--- src/rtl/apnv_pkg.sv ---
package apnv_pkg;

    // Status codes reported on the last item of a name
    localparam logic [2:0] ST_OK         = 3'd0;
    localparam logic [2:0] ST_EMPTY      = 3'd1;
    localparam logic [2:0] ST_LEAD_SLASH = 3'd2;
    localparam logic [2:0] ST_BACKSLASH  = 3'd3;
    localparam logic [2:0] ST_EMPTY_SEG  = 3'd4;
    localparam logic [2:0] ST_BAD_CHAR   = 3'd5;
    localparam logic [2:0] ST_TRAIL      = 3'd6;
    localparam logic [2:0] ST_RESERVED   = 3'd7;

    // Character constants
    localparam logic [7:0] CH_SLASH  = 8'h2F;
    localparam logic [7:0] CH_BSLASH = 8'h5C;
    localparam logic [7:0] CH_DOT    = 8'h2E;
    localparam logic [7:0] CH_SPACE  = 8'h20;
    localparam logic [7:0] CH_CTRL   = 8'h20;
    localparam logic [7:0] CH_LT     = 8'h3C;
    localparam logic [7:0] CH_GT     = 8'h3E;
    localparam logic [7:0] CH_COLON  = 8'h3A;
    localparam logic [7:0] CH_QUOTE  = 8'h22;
    localparam logic [7:0] CH_PIPE   = 8'h7C;
    localparam logic [7:0] CH_QMARK  = 8'h3F;
    localparam logic [7:0] CH_STAR   = 8'h2A;
    localparam logic [7:0] CH_LOW_A  = 8'h61;
    localparam logic [7:0] CH_LOW_Z  = 8'h7A;
    localparam logic [7:0] CH_ONE    = 8'h31;
    localparam logic [7:0] CH_NINE   = 8'h39;
    localparam logic [7:0] CASE_BIT  = 8'h20;

    // Reserved device bases, first byte in the low bits
    localparam logic [23:0] RES_CON = 24'h4E4F43;
    localparam logic [23:0] RES_PRN = 24'h4E5250;
    localparam logic [23:0] RES_AUX = 24'h585541;
    localparam logic [23:0] RES_NUL = 24'h4C554E;
    localparam logic [23:0] RES_COM = 24'h4D4F43;
    localparam logic [23:0] RES_LPT = 24'h54504C;

    localparam logic [2:0] LEN_MAX  = 3'd7;
    localparam logic [2:0] BASE_CAP = 3'd4;

    // One classified byte as it travels from front to back
    typedef struct packed {
        logic [7:0] upper;
        logic       is_zero;
        logic       is_slash;
        logic       is_bslash;
        logic       is_dot;
        logic       is_space;
        logic       is_bad;
        logic       last;
    } item_t;

    // Per-segment scan state
    typedef struct packed {
        logic [2:0]  seg_len;
        logic [2:0]  base_len;
        logic        dot_seen;
        logic        bad_char;
        logic        all_dots;
        logic        last_dot;
        logic        last_space;
        logic [31:0] base_chars;
    } seg_t;

    // Queue status seen by the back end and the top level
    typedef struct packed {
        logic full;
        logic empty;
    } qst_t;

    localparam seg_t SEG_CLEAR = '{
        seg_len: 3'd0, base_len: 3'd0, dot_seen: 1'b0, bad_char: 1'b0,
        all_dots: 1'b1, last_dot: 1'b0, last_space: 1'b0, base_chars: 32'd0
    };

    function automatic logic is_reserved(input seg_t s);
        logic [23:0] low3;
        logic [7:0]  d;
        logic        res;
        low3 = s.base_chars[23:0];
        d    = s.base_chars[31:24];
        res  = 1'b0;
        if (s.base_len == 3'd3) begin
            res = (low3 == RES_CON) || (low3 == RES_PRN) ||
                  (low3 == RES_AUX) || (low3 == RES_NUL);
        end else if (s.base_len == 3'd4) begin
            res = (d >= CH_ONE) && (d <= CH_NINE) &&
                  ((low3 == RES_COM) || (low3 == RES_LPT));
        end
        return res;
    endfunction

    function automatic logic [2:0] seg_code(input seg_t s);
        logic [2:0] code;
        if (s.seg_len == 3'd0) begin
            code = ST_EMPTY_SEG;
        end else if (s.all_dots && (s.seg_len <= 3'd2)) begin
            code = ST_BAD_CHAR;
        end else if (s.bad_char) begin
            code = ST_BAD_CHAR;
        end else if (s.last_dot || s.last_space) begin
            code = ST_TRAIL;
        end else if (is_reserved(s)) begin
            code = ST_RESERVED;
        end else begin
            code = ST_OK;
        end
        return code;
    endfunction

    function automatic seg_t add_char(input seg_t s, input item_t it);
        seg_t n;
        n = s;
        if (s.seg_len < LEN_MAX) n.seg_len = s.seg_len + 3'd1;
        if (!it.is_dot) n.all_dots = 1'b0;
        if (it.is_bad) n.bad_char = 1'b1;
        n.last_dot   = it.is_dot;
        n.last_space = it.is_space;
        if (!s.dot_seen) begin
            if (it.is_dot) begin
                n.dot_seen = 1'b1;
            end else begin
                if (s.base_len < BASE_CAP) begin
                    n.base_chars[{s.base_len[1:0], 3'b000} +: 8] = it.upper;
                end
                if (s.base_len < LEN_MAX) n.base_len = s.base_len + 3'd1;
            end
        end
        return n;
    endfunction

endpackage

--- src/rtl/asset_path_name_validator.sv ---
// Asset path name validator.
// Input channel (s_valid/s_ready): one byte of a slash-separated name per
// item in s_char_byte; s_last marks the final item of a name. A zero byte
// ends the name; bytes after it are ignored until the last item.
// Result channel (m_valid/m_ready): one 3-bit m_status per name, sent for
// the item marked last (0 ok, 1 empty, 2 leading slash, 3 backslash,
// 4 empty segment, 5 invalid char, 6 trailing dot/space, 7 reserved).
// Throughput: one item per cycle while the queue is not full. A front stage
// classifies each byte into a QueueDepth-entry queue; the back end scans one
// queued item per cycle, except that a last item waits while an earlier
// status is still unaccepted. The status is registered when the last item
// is popped, after any items queued ahead of it. When m_ready is low the
// status is held; bytes that are not last keep draining, and input is still taken until the queue fills.
// Reset (aresetn low, synchronous) empties the queue, drops any pending
// status and clears the scan state so the next byte starts a new name.
module asset_path_name_validator #(
    parameter int QueueDepth = 4
) (
    input  logic       aclk,
    input  logic       aresetn,
    input  logic       s_valid,
    output logic       s_ready,
    input  logic [7:0] s_char_byte,
    input  logic       s_last,
    output logic       m_valid,
    input  logic       m_ready,
    output logic [2:0] m_status
);
    import apnv_pkg::*;

    item_t in_item;
    item_t q_item;
    qst_t  qst;
    logic  push;
    logic  pop;

    assign s_ready = !qst.full;
    assign push    = s_valid && s_ready;

    apnv_front u_front (
        .s_char_byte (s_char_byte),
        .s_last      (s_last),
        .item        (in_item)
    );

    apnv_queue #(
        .Depth (QueueDepth)
    ) u_queue (
        .aclk      (aclk),
        .aresetn   (aresetn),
        .push      (push),
        .push_item (in_item),
        .pop       (pop),
        .pop_item  (q_item),
        .qst       (qst)
    );

    apnv_back u_back (
        .aclk     (aclk),
        .aresetn  (aresetn),
        .qst      (qst),
        .q_item   (q_item),
        .pop      (pop),
        .m_valid  (m_valid),
        .m_ready  (m_ready),
        .m_status (m_status)
    );

`ifndef SYNTH
    // Reset leaves the queue empty and no status pending
    a_reset_empty: assert property (@(posedge aclk)
        $past(!aresetn) |-> (qst.empty && !m_valid))
        else $error("queue or output not cleared by reset");

    // An item taken without a pop leaves the queue non-empty
    a_push_lands: assert property (@(posedge aclk) disable iff (!aresetn)
        (push && !pop) |=> !qst.empty)
        else $error("accepted item lost in queue");

    // Full and empty never hold together
    a_full_empty: assert property (@(posedge aclk) disable iff (!aresetn)
        !(qst.full && qst.empty))
        else $error("queue full and empty at once");

    // A status appears only after a last item was popped
    a_status_source: assert property (@(posedge aclk) disable iff (!aresetn)
        $rose(m_valid) |-> $past(pop && q_item.last))
        else $error("status raised without a last item");
`endif

endmodule

--- src/rtl/apnv_front.sv ---
module apnv_front (
    input  logic [7:0]           s_char_byte,
    input  logic                 s_last,
    output apnv_pkg::item_t      item
);
    import apnv_pkg::*;

    logic [7:0] c;

    assign c = s_char_byte;

    // Classify the byte once so the back end only tests flags
    always_comb begin
        item.upper     = ((c >= CH_LOW_A) && (c <= CH_LOW_Z)) ? (c - CASE_BIT) : c;
        item.is_zero   = (c == 8'd0);
        item.is_slash  = (c == CH_SLASH);
        item.is_bslash = (c == CH_BSLASH);
        item.is_dot    = (c == CH_DOT);
        item.is_space  = (c == CH_SPACE);
        item.is_bad    = (c < CH_CTRL) || (c == CH_LT) || (c == CH_GT) ||
                         (c == CH_COLON) || (c == CH_QUOTE) || (c == CH_PIPE) ||
                         (c == CH_QMARK) || (c == CH_STAR);
        item.last      = s_last;
    end

endmodule

--- src/rtl/apnv_queue.sv ---
module apnv_queue #(
    parameter int Depth = 4
) (
    input  logic                 aclk,
    input  logic                 aresetn,
    input  logic                 push,
    input  apnv_pkg::item_t      push_item,
    input  logic                 pop,
    output apnv_pkg::item_t      pop_item,
    output apnv_pkg::qst_t       qst
);
    import apnv_pkg::*;

    localparam int PtrW = (Depth > 1) ? $clog2(Depth) : 1;
    localparam int CntW = $clog2(Depth + 1);
    localparam logic [PtrW-1:0] PtrLast = PtrW'(Depth - 1);
    localparam logic [CntW-1:0] CntFull = CntW'(Depth);

    item_t           mem [Depth];
    logic [PtrW-1:0] wr_ptr_reg, wr_ptr_next;
    logic [PtrW-1:0] rd_ptr_reg, rd_ptr_next;
    logic [CntW-1:0] count_reg, count_next;

    // Advance pointers with explicit wrap and track fill level
    always_comb begin
        wr_ptr_next = wr_ptr_reg;
        rd_ptr_next = rd_ptr_reg;
        count_next  = count_reg;
        if (push) wr_ptr_next = (wr_ptr_reg == PtrLast) ? '0 : wr_ptr_reg + 1'b1;
        if (pop)  rd_ptr_next = (rd_ptr_reg == PtrLast) ? '0 : rd_ptr_reg + 1'b1;
        if (push && !pop) count_next = count_reg + 1'b1;
        else if (!push && pop) count_next = count_reg - 1'b1;
    end

    always_ff @(posedge aclk) begin
        if (!aresetn) begin
            wr_ptr_reg <= '0;
            rd_ptr_reg <= '0;
            count_reg  <= '0;
        end else begin
            wr_ptr_reg <= wr_ptr_next;
            rd_ptr_reg <= rd_ptr_next;
            count_reg  <= count_next;
        end
    end

    // Store the item
    always_ff @(posedge aclk) begin
        if (push) mem[wr_ptr_reg] <= push_item;
    end

    assign pop_item  = mem[rd_ptr_reg];
    assign qst.full  = (count_reg == CntFull);
    assign qst.empty = (count_reg == '0);

endmodule

--- src/rtl/apnv_back.sv ---
module apnv_back (
    input  logic                 aclk,
    input  logic                 aresetn,
    input  apnv_pkg::qst_t       qst,
    input  apnv_pkg::item_t      q_item,
    output logic                 pop,
    output logic                 m_valid,
    input  logic                 m_ready,
    output logic [2:0]           m_status
);
    import apnv_pkg::*;

    logic       first_reg, first_next;
    logic       ended_reg, ended_next;
    logic [2:0] err_reg, err_next;
    seg_t       seg_reg, seg_next;
    logic       m_valid_reg, m_valid_next;
    logic [2:0] m_status_reg;
    logic [2:0] final_code;
    logic       f1, e1;
    logic [2:0] r1;
    seg_t       s1;

    // Take an item unless it would report into a stalled output register
    assign pop = !qst.empty && (!q_item.last || !m_valid_reg || m_ready);

    // Scan the byte, then close the name if this is the last item
    always_comb begin
        f1 = first_reg;
        e1 = ended_reg;
        r1 = err_reg;
        s1 = seg_reg;
        if (!ended_reg && (err_reg == ST_OK)) begin
            if (first_reg) f1 = 1'b0;
            if (first_reg && q_item.is_zero) begin
                r1 = ST_EMPTY;
                e1 = 1'b1;
            end else if (first_reg && q_item.is_slash) begin
                r1 = ST_LEAD_SLASH;
            end else if (q_item.is_zero) begin
                r1 = seg_code(seg_reg);
                e1 = 1'b1;
            end else if (q_item.is_bslash) begin
                r1 = ST_BACKSLASH;
            end else if (q_item.is_slash) begin
                r1 = seg_code(seg_reg);
                s1 = SEG_CLEAR;
            end else begin
                s1 = add_char(seg_reg, q_item);
            end
        end
        // Implied terminator on the last item
        final_code = r1;
        if (!e1 && (r1 == ST_OK)) begin
            final_code = f1 ? ST_EMPTY : seg_code(s1);
        end

        first_next = first_reg;
        ended_next = ended_reg;
        err_next   = err_reg;
        seg_next   = seg_reg;
        if (pop) begin
            if (q_item.last) begin
                first_next = 1'b1;
                ended_next = 1'b0;
                err_next   = ST_OK;
                seg_next   = SEG_CLEAR;
            end else begin
                first_next = f1;
                ended_next = e1;
                err_next   = r1;
                seg_next   = s1;
            end
        end

        m_valid_next = m_valid_reg;
        if (pop && q_item.last) m_valid_next = 1'b1;
        else if (m_ready) m_valid_next = 1'b0;
    end

    always_ff @(posedge aclk) begin
        if (!aresetn) begin
            first_reg   <= 1'b1;
            ended_reg   <= 1'b0;
            err_reg     <= ST_OK;
            seg_reg     <= SEG_CLEAR;
            m_valid_reg <= 1'b0;
        end else begin
            first_reg   <= first_next;
            ended_reg   <= ended_next;
            err_reg     <= err_next;
            seg_reg     <= seg_next;
            m_valid_reg <= m_valid_next;
        end
    end

    // Hold the status until taken
    always_ff @(posedge aclk) begin
        if (pop && q_item.last) m_status_reg <= final_code;
    end

    assign m_valid  = m_valid_reg;
    assign m_status = m_status_reg;

endmodule
--- config.mk ---
export PLATFORM = sky130hd
export DESIGN_NAME = asset_path_name_validator
export DESIGN_NICKNAME = d
export VERILOG_FILES = /design/src/rtl/apnv_pkg.sv /design/src/rtl/asset_path_name_validator.sv /design/src/rtl/apnv_front.sv /design/src/rtl/apnv_queue.sv /design/src/rtl/apnv_back.sv
export SDC_FILE = /design/constraint.sdc
export NUM_CORES = 1
export LEC_CHECK = 0
export BUFFER_PORTS_ARGS = -buffer_cell sky130_fd_sc_hd__buf_4
export CAP_MARGIN = 15
export CORE_AREA = 2 2 119 121
export DETAILED_ROUTE_END_ITERATION = 8
export DIE_AREA = 0 0 121 123
export GPL_TIMING_DRIVEN = 0
export PLACE_DENSITY = 0.66
export SYNTH_ARGS = -nofsm -noshare
export SYNTH_HDL_FRONTEND = slang
export SYNTH_SLANG_ARGS = --single-unit
--- constraint.sdc ---
create_clock -name aclk -period 4.5 [get_ports aclk]
set_clock_uncertainty 0.1 [all_clocks]
set_input_delay 0 -clock aclk [delete_from_list [all_inputs] [get_ports aclk]]
set_output_delay 0 -clock aclk [all_outputs]
set_load 0.05 [all_outputs]
==> summary.md <==
• # DRC: 0
• cell chosen for the clock root: sky130_fd_sc_hd__clkbuf_16
• critical path fanouts, max: 8
• post-detailed-route wirelength per cell: 20.52 µm
• portion of synthesized cell area occupied by the leading cell type: 28.25%
• sequential element share of the synthesized area: 45.58%
• fin crit period: 4.333 ns
• count of cells along the worst register-to-register path: 9
• worst-case setup margin in the final layout: 0.1673 ns
• vertical extent of the die: 123 µm
• Post-Syn Area per Cell: 10.43 µm²
• Worst-Margin Slew: 0.9948 ns
• Post-Synthesis Cell Area: 6698 µm²
• I/O Pins: 18
• number of standard cells in the final layout excluding fillers: 881
• count of routing violations after the opening detailed-route iteration: 531
• kind of critical path: reg -> reg
• clock transition at the registers of the reported paths: 0.05 ns
• Ant. Diodes: 0
• post-route fraction of the period consumed by the critical path: 96.28%
• number of nets in the layout: 721
• wire length of the first global-routing pass: 28890 µm
• global-route usage over all layers: 25.78%
• Synth Flop Type: sky130_fd_sc_hd__edfxtp_1
• TritonCTS Buffers: 17
• clock latency on the worst-skew pair: 0.42 ns
• Detail Route Antenna Nets: 0
• total iterations of the first detailed-routing run: 6
• H-tree level count: 4
• final-layout fill cell count: 1140
• Routed Wire Length: 18080 µm
• required time at the endpoint of the critical path: 4.64 ns
• number of synthesized flops with an enable pin: 63
• final slew viol count: 0
• number of rows in the core area: 43
• number of max-capacitance violations reported: 0
• unrepaired setup endpoints after global routing: no
• total clock sinks: 121
• crit path DAT: 4.47 ns
• multi-input logic area: 3453 µm²
• YS warnings: 0
• Fmax achieved: 230.8 MHz
• initial standard-cell utilization of the core: 49.20%
• cell taking the most area after synthesis: sky130_fd_sc_hd__edfxtp_1
• Die Outline Area: 14880 µm²
• final count of hold timing violations: 0
• vias in the first global route: 5334
• Hold Path Cell Cnt: 2
• Max VDD drop: 453.0 µV
• clock tree from TritonCTS: built
• Final Wtd Congestion: 0.9999
• pre-CTS setup slack: 0.1626 ns
• share of post-route cells with drive strength above 1: 13.69%
• number of antenna violations at the first check in global routing: 0
• Power per Cell Area: 599.9 nW/µm²
• Detail Placement HPWL: 12800 µm
• number of placed cells counting well taps: 838
• synthesized netlist cell count: 642
• area of all sequential standard cells: 3053 µm²
• Synth cell types: 73
• vias after detailed routing: 5534
• largest buffer count on any clock path: 2
• GRT Residual Overflow: 0
• setup_tns: 0 ns
• cells taking the most area after synthesis: sky130_fd_sc_hd__edfxtp_1 (28%), sky130_fd_sc_hd__dfxtp_1 (17%), sky130_fd_sc_hd__mux4_2 (5.0%)
• number of flip-flops in the largest register: 60
• Worst setup SP type: register
• share of synthesized flip-flops with an asynchronous set or reset: 0%
• outcome: complete, no violations
• Static Leak: 2.539 nW
• number of endpoints failing setup at the final stage: 0
• via/cell ratio: 6.281
• maximum number of pins on one net before global-route repair: 17
• sort of element at the end of the critical path: register
• area added between synthesis and finish: 15.92%
• horizontal die dimension: 121 µm
• relative slew slack: 33.68%
• worst min path class: in -> reg
• synthesized net count: 673
• number of port buffers: 16
• core region area: 13610 µm²
• register bit count reported by yosys: 121
[power by group]
group | switching [mW] | total, mW | internal, mW
combinational | 1.33 | 1.93 | 0.597
sequential | 0.0746 | 1.38 | 1.31
clock | 0.486 | 1.35 | 0.861
[final cells by class]
class	instances	share of cell area [%]
multi-input cells	469	44.48
flip-flops and latches	121	39.32
clock buffers	18	5.528
repair buffers	29	3.127
well taps	180	2.901
clock inverters	12	1.966
plain buffers	31	1.660
inverters	21	1.015
[synth_stat cells, drive strengths merged, types with 3 or more instances]
cell type / number
mux4: 15
mux2: 5
nand2b: 6
a31oi: 4
nor2b: 36
and2: 20
o211ai: 16
mux2i: 22
or3b: 3
or3: 4
o31ai: 3
and3: 11
nand3: 11
o22ai: 5
nor3b: 10
or4bb: 3
or4: 7
buf: 6
nor4b: 5
nor4: 15
o21a: 4
clkbuf: 25
nand4: 12
a21o: 3
a22oi: 28
nand3b: 6
a22o: 6
nor3: 8
nor2: 39
or2: 4
a21boi: 5
dfxtp: 58
o21ai: 38
ha: 17
inv: 21
edfxtp: 63
a21oi: 25
nand2: 42
[layout by cell type, fill, tap and decap left out, types with 7 or more instances in the layout]
master / netlist / routed
sky130_fd_sc_hd__dfxtp_1: 58 / 58
sky130_fd_sc_hd__inv_1: 20 / 20
sky130_fd_sc_hd__a22oi_1: 28 / 28
sky130_fd_sc_hd__nor2_1: 39 / 39
sky130_fd_sc_hd__edfxtp_1: 63 / 63
sky130_fd_sc_hd__nor3b_1: 10 / 8
sky130_fd_sc_hd__nand3_1: 11 / 11
sky130_fd_sc_hd__o21ai_0: 37 / 37
sky130_fd_sc_hd__nor2b_1: 36 / 36
sky130_fd_sc_hd__mux4_2: 15 / 15
sky130_fd_sc_hd__and2_1: 20 / 20
sky130_fd_sc_hd__nand2_1: 42 / 42
sky130_fd_sc_hd__clkbuf_1: 25 / 25
sky130_fd_sc_hd__dlygate4sd3_1: 0 / 10
sky130_fd_sc_hd__mux2i_1: 22 / 22
sky130_fd_sc_hd__and3_1: 11 / 11
sky130_fd_sc_hd__buf_4: 0 / 19
sky130_fd_sc_hd__or4_1: 7 / 7
sky130_fd_sc_hd__clkbuf_16: 0 / 17
sky130_fd_sc_hd__nor4_1: 13 / 13
sky130_fd_sc_hd__ha_1: 17 / 17
sky130_fd_sc_hd__o211ai_1: 16 / 16
sky130_fd_sc_hd__nand4_1: 10 / 10
sky130_fd_sc_hd__nor3_1: 8 / 7
sky130_fd_sc_hd__a21oi_1: 25 / 25
[layer usage]
layer | vias up | share of wire, % | global-route usage, % | wire length, µm
li1 | 2545 | - | - | -
met1 | 2691 | 41 | 33.01 | 7380
met2 | 253 | 48 | 41.08 | 8607
met4 | 0 | 3.0 | 10.39 | 535
met5 | - | 0 | 0 | 0
met3 | 45 | 8.6 | 7.703 | 1557
[worst max-delay path: stages (launching register included)]
cell and delay (ns):
sky130_fd_sc_hd__dfxtp_1 0.36, sky130_fd_sc_hd__nor4_1 0.55, sky130_fd_sc_hd__o221ai_1 0.59, sky130_fd_sc_hd__nor4_4 0.79, sky130_fd_sc_hd__mux2_2 0.45, sky130_fd_sc_hd__nor4b_2 0.39
sky130_fd_sc_hd__nand4_1 0.19, sky130_fd_sc_hd__a2111oi_2 0.37, sky130_fd_sc_hd__a221oi_2 0.12, sky130_fd_sc_hd__o311ai_2 0.23
[what timing repair did]
item / CTS / global route
hold buffers: 10 / 0
setup buffers: 0 / 3
hold endpoints to repair: 50 / 0
endpoints found under the setup margin: 0 / 4
gates resized for setup: 0 / 5
[stage by stage]
stage	power, mW	utilization [%]	hold slack, ns	area [µm²]
6_report	4.657	57.04	0.04643	7764
5_1_grt	4.870	57.04	0.08266	7764
4_1_cts	4.597	56.75	0.02542	7725
3_3_place_gp	3.208	51.74	0.09935	7043
3_5_place_dp	3.244	51.74	0.1037	7043
2_1_floorplan	2.666	-	-0.001131	6698
[path summary, 6_finish.rpt]
kind,start,to,slack [ns]
hold / removal,s_char_byte[7],u_queue.mem[2][14],0.05
setup / recovery,u_back.err_reg[2],u_back.m_status[0],0.17
hold reg to reg,u_back.seg_reg[33],u_back.seg_reg[33],0.39
setup reg to reg,u_back.err_reg[2],u_back.m_status[0],0.17
[cell families after synthesis]
family	after synthesis	share of synthesized area [%]
adders and majority gates	18	3.475
and+or+nand+nor	250	22.17
xor gates and xnor gates	2	0.2616
buffers and inverters	52	3.082
muxes	42	9.172
DFF	121	45.58
AOI/OAI and AO/OA	157	16.25
Power figures use the tool's default switching activity.
